**src/sv/rptrr_ram.sv**
```systemverilog
// Generic single-write, single-read synchronous RAM with registered read data.
module rptrr_ram #(
    parameter int WIDTH = 8,
    parameter int DEPTH = 256
) (
    input  logic                     i_clk,
    input  logic                     i_wr_en,
    input  logic [$clog2(DEPTH)-1:0] i_wr_addr,
    input  logic [WIDTH-1:0]         i_wr_data,
    input  logic                     i_rd_en,
    input  logic [$clog2(DEPTH)-1:0] i_rd_addr,
    output logic [WIDTH-1:0]         o_rd_data
);

    logic [WIDTH-1:0] r_mem [DEPTH];
    logic [WIDTH-1:0] r_rd_data;

    always_ff @(posedge i_clk) begin
        if (i_wr_en) begin
            r_mem[i_wr_addr] <= i_wr_data;
        end
        if (i_rd_en) begin
            r_rd_data <= r_mem[i_rd_addr];
        end
    end

    assign o_rd_data = r_rd_data;

endmodule

```
**config.mk**
```make
export PLATFORM = sky130hd
export DESIGN_NAME = rptrr_ram
export DESIGN_NICKNAME = d
export VERILOG_FILES = /design/src/sv/rptrr_ram.sv
export SDC_FILE = /design/constraint.sdc
export NUM_CORES = 2
export LEC_CHECK = 0
export BUFFER_PORTS_ARGS = -buffer_cell sky130_fd_sc_hd__buf_2
export CORE_MARGIN = 2
export CORE_UTILIZATION = 52
export CTS_CLUSTER_SIZE = 30
export DETAILED_ROUTE_END_ITERATION = 6
export PLACE_DENSITY_LB_ADDON = 0.12
export SETUP_SLACK_MARGIN = 0.02
export SLEW_MARGIN = 20
export SYNTH_ARGS = -nofsm -noshare
export SYNTH_HDL_FRONTEND = slang
export SYNTH_SLANG_ARGS = --single-unit
```
**constraint.sdc**
```tcl
create_clock -name i_clk -period 4.55 [get_ports i_clk]
set_input_delay 0.91 -clock i_clk [delete_from_list [all_inputs] [get_ports i_clk]]
set_output_delay 0.91 -clock i_clk [all_outputs]
set_load 0.02 [all_outputs]
```
* Word level (Yosys, flattened, before mapping) *
Memories as Yosys holds them, arrays and structs flattened. A register that Yosys moved wholly into a read port is not among the register bits.
Cells that the tools add are included.

cells by class
  muxes and demuxes = 2

operators with widths
  cell    count
  $mux 1  2

storage, ports and cells
  memories kept = 1
  input port bits = 27
  register bits = 0
  RAM bits = 2048
  word-level logic and storage cells = 3

memories
  name   words  bits a word  read ports  clocked after Yosys merged registers in  wr ports  line  source
  r_mem  256    8            1           1                                        1         15    logic [WIDTH-1:0] r_mem [DEPTH];

* Longest topological paths before layout *
  word-level depth = 2
  depth in mapped cells = 11
  gate-level depth less buffers = 6

* Least setup slack after synthesis *
No wires, ideal clock.

  path kind = input -> register
  start = input port i_rd_addr[0]
  end = register r_rd_data[2] (netlist: o_rd_data[2]), read port of r_mem (data pin)
  data required time = 4.281 ns
  data arrival time = 2.717 ns
  library setup time = 0.269 ns
  setup slack = 1.564 ns
  stages on the path = 9
  buffers on the path = 4
  path through = buf_6 -> buf_12 -> buf_8 -> buf_2 -> mux4_2 -> a22oi_1 -> a21oi_1 -> nor4_1 -> nor4_2

RTL lines
  item             line  source
  start, declared  11    input logic [$clog2(DEPTH)-1:0] i_rd_addr,
  end, declared    16    logic [WIDTH-1:0] r_rd_data;

==> reports/results.tsv <==
stage	metric	value	unit
global_routing	largest net degree at the start of global routing	129	
sta	Final Max Slew Viols	0	
sta	pin slew with the least headroom to its limit	1.23	ns
yosys	Seq cells post-synth	2056	
final_layout	post-layout util	0.589	
min_path	Hold Crit Start	i_rd_en	
final_layout	commonest non-fill, non-tap cell in the layout	edfxtp_1	
yosys	sequential fraction of the synthesis area	0.775	
cts	CTS H-tree lvls	4	
yosys	largest family of logic cells by synthesized area	multiplexers	
yosys	fraction of the mapped netlist area in adder cells	0	
power_and_ir_drop	leak pwr	27.8	nW
cts	CTS Sinks	2056	
worst_setup_path	reg2reg start	r_mem[101][4]$_DFFE_PP_	
cts	cts hold-fix bufs	0	
final_layout	most frequent cells in the layout	edfxtp_1 (2056), mux4_2 (454), nor2_1 (279), clkbuf_16 (205), buf_4 (186)	
cts	Num CTS Buffers	203	
yosys	synthesized cell area	79600	um^2
run_status	status	completed	
global_routing	grt ovf	0	
route	Pre-antenna DRT Iters	7	
die	Row Count	143	
final_layout	Final nets	3988	
power_and_ir_drop	Switching Fraction	0.214	
die	Die X	395	um
sta	Max Freq	286	MHz
cts	Post-CTS Resized	0	
power_and_ir_drop	Reg power frac	0.534	
cts	Clk pin slew, worst setup/hold paths	0.06	ns
die	Core ar.	152000	um^2
sta	RSZ-0062 raised after global routing	no	
cts	CTS max path bufs	3	
yosys	count of cell types in the netlist	54	
sta	Final Hold Viols	0	
yosys	Syn Nets	3760	
worst_setup_path	crit end category	flop	
yosys	synthesized-area fraction occupied by and/or/nand/nor cells	0.0263	
global_routing	all-layer global routing usage	0.260	
worst_setup_path	launch point of the worst path	i_rd_addr[0]	
yosys	Yosys warning total	0	
power_and_ir_drop	logic gate share of total power	0.050	
power_and_ir_drop	peak supply drop	0.379	mV
route	Initial DRC Count	5138	
worst_setup_path	Req. time, crit path	5.15	ns
sta	Clock Skews	0.0421	ns
placement	Setup WS pre-CTS	0.244	ns
global_routing	antenna violations before repair	10	
yosys	Primary FF master, synth	edfxtp_1	
yosys	mean post-synth cell area	21.3	um^2
worst_setup_path	crit path DAT	4.09	ns
power_and_ir_drop	P_sw	0.00840	W
power_and_ir_drop	clock network power share	0.416	
yosys	compound-gate portion of the synthesized area	0.0342	
sta	Slew HR	0.181	
global_routing	vias in the first global route	40100	
route	total routed wirelength	202	mm
cts	clock root buffer	clkbuf_16	
yosys	fraction of registers with async set/reset	0	
worst_setup_path	critical setup path kind	primary input to flop	
yosys	synthesized instance count	3733	
sta	final worst-path setup slack	1.05	ns
route	DR vias/cell	6.43	
final_layout	area grow syn2layout	12.5	%
sta	final setup TNS	0	ns
worst_setup_path	CP most frequent cell	buf_4	
route	ANT nets after route	0	
power_and_ir_drop	Pint	0.0308	W
cts	worst skew pair latency	0.84	ns
placement	Placer Congestion	0.867	
worst_setup_path	critical path fanouts, max	29	
sta	period utilisation layout	0.769	
route	via count	39600	
cts	CTS tree	done	
die	Die Area	156000	um^2
placement	IO buf count	34	
global_routing	global-route wire length before repair	289	mm
placement	dpl cell area	83100	um^2
cts	Post CTS Setup Buffer Count	0	
die	num ports	35	
power_and_ir_drop	Power per Cell Area	437	nW/um^2
yosys	post-synthesis mux area share	0.146	
sta	Setup-failing EPs final	0	
worst_setup_path	largest stage delay on the critical path	0.74	ns
final_layout	post-route insts no fill	6159	
placement	Placed Cells	5786	
route	Routed WL per cell	32.8	um
worst_setup_path	critical-path cell list	buf_8, buf_12, buf_4, mux4_2, a22oi_1, a21oi_1, nor4_1, buf_4, nor4_2	
min_path	hold crit path type	primary input to flop	
final_layout	share of layout cells above drive strength 1	0.244	
yosys	EDFF count, synth	2056	
die	die height	395	um
placement	HPWL Detailed	127	mm
route	# DRC	0	
worst_setup_path	critical path startpoint category	primary input	
job	Max Cap Viol	0	
worst_setup_path	CP max stage cell	nor4_1	
die	starting density of the core	0.524	
sta	Final Critical Period	3.50	ns
final_layout	Final Cell Area	89600	um^2
yosys	xor-xnor portion of the synthesized cell area	0	
## registers in the layout (all words and copies together), names as in the netlist
register	cells
r_mem	2048
o_rd_data	8
## Yosys cell counts, drive strengths merged, types with 2 or more instances
| cell | number | area [um^2] |
|---|---|---|
| a21oi | 96 | 480 |
| nand3 | 34 | 170 |
| a311oi | 2 | 17.5 |
| o221ai | 47 | 418 |
| o22ai | 28 | 175 |
| nand4 | 10 | 62.6 |
| o21ai | 12 | 60.1 |
| nor3 | 22 | 110 |
| mux4 | 456 | 10300 |
| nor2b | 31 | 194 |
| mux2i | 134 | 1340 |
| o32ai | 5 | 51.3 |
| and2 | 6 | 37.5 |
| a22oi | 133 | 998 |
| or2 | 4 | 25.0 |
| clkbuf | 111 | 417 |
| nand2 | 33 | 124 |
| nor4 | 27 | 188 |
| a2111oi | 5 | 52.6 |
| edfxtp | 2056 | 61700 |
| a31oi | 2 | 12.5 |
| nand3b | 2 | 15.0 |
| o211ai | 10 | 75.1 |
| buf | 122 | 1030 |
| nand2b | 8 | 50.1 |
| and3b | 2 | 17.5 |
| a211oi | 16 | 120 |
| nor2 | 282 | 1060 |
| o22a | 5 | 43.8 |
| a221oi | 14 | 129 |
| a22o | 8 | 70.1 |
## kinds of logic after synthesis
| kind of cell | count (synthesis) |
|---|---|
| buf+inv | 235 |
| simple gates | 466 |
| mux | 591 |
| flops | 2056 |
| compound gates | 385 |
## worst max-delay path: cells and delay by family
family / cells / cell delay, ns
buffers and inverters: 4 / 1.17
AND/OR/NAND/NOR: 2 / 0.78
AO/OA/AOI/OAI: 2 / 0.62
multiplexers: 1 / 0.57
## power by group through the flow
stage               clock network (W)  registers [W]  logic, W
global placement                    0         0.0213   0.00194
detailed placement                  0         0.0213   0.00198
CTS                            0.0165         0.0209   0.00198
finish                         0.0163         0.0209   0.00197
floorplan                           0         0.0213   0.00101
global route                   0.0172         0.0209   0.00206
## per-layer routing
layer,global-route usage,vias up,share of wire
li1,-,16200,-
met1,0.368,21200,0.40
met2,0.416,1938,0.49
met3,0.0479,336,0.086
met4,0.0804,4,0.030
met5,0,-,0.00013
## layout make-up
type                            instances  area [um^2]
Fill cell                           10900        62500
Clock buffer                          253         5310
Tap cell                             2030         2540
Inverter                                2         7.51
Timing Repair Buffer                  256         2390
Sequential cell                      2056        61700
Clock inverter                        114         1160
Antenna cell                            6         15.0
Multi-Input combinational cell       1442        16500
## path summary, 6_finish.rpt
kind | to | slack [ns] | cells after the start
setup / recovery | o_rd_data[0]$_DFFE_PP_ | 1.05 | 9
hold / removal | o_rd_data[3]$_DFFE_PP_ | 0.51 | 1
hold reg to reg | o_rd_data[6]$_DFFE_PP_ | 1.19 | 5
setup reg to reg | o_rd_data[4]$_DFFE_PP_ | 1.71 | 7
## per-stage QoR
step / power [W] / hold slack (ns)
floorplan: 0.0223 / 0.864
global placement: 0.0233 / 1.18
detailed placement: 0.0233 / 1.18
CTS: 0.0394 / 0.448
global route: 0.0402 / 0.471
finish: 0.0392 / 0.509
Power figures use the tool's default switching activity.
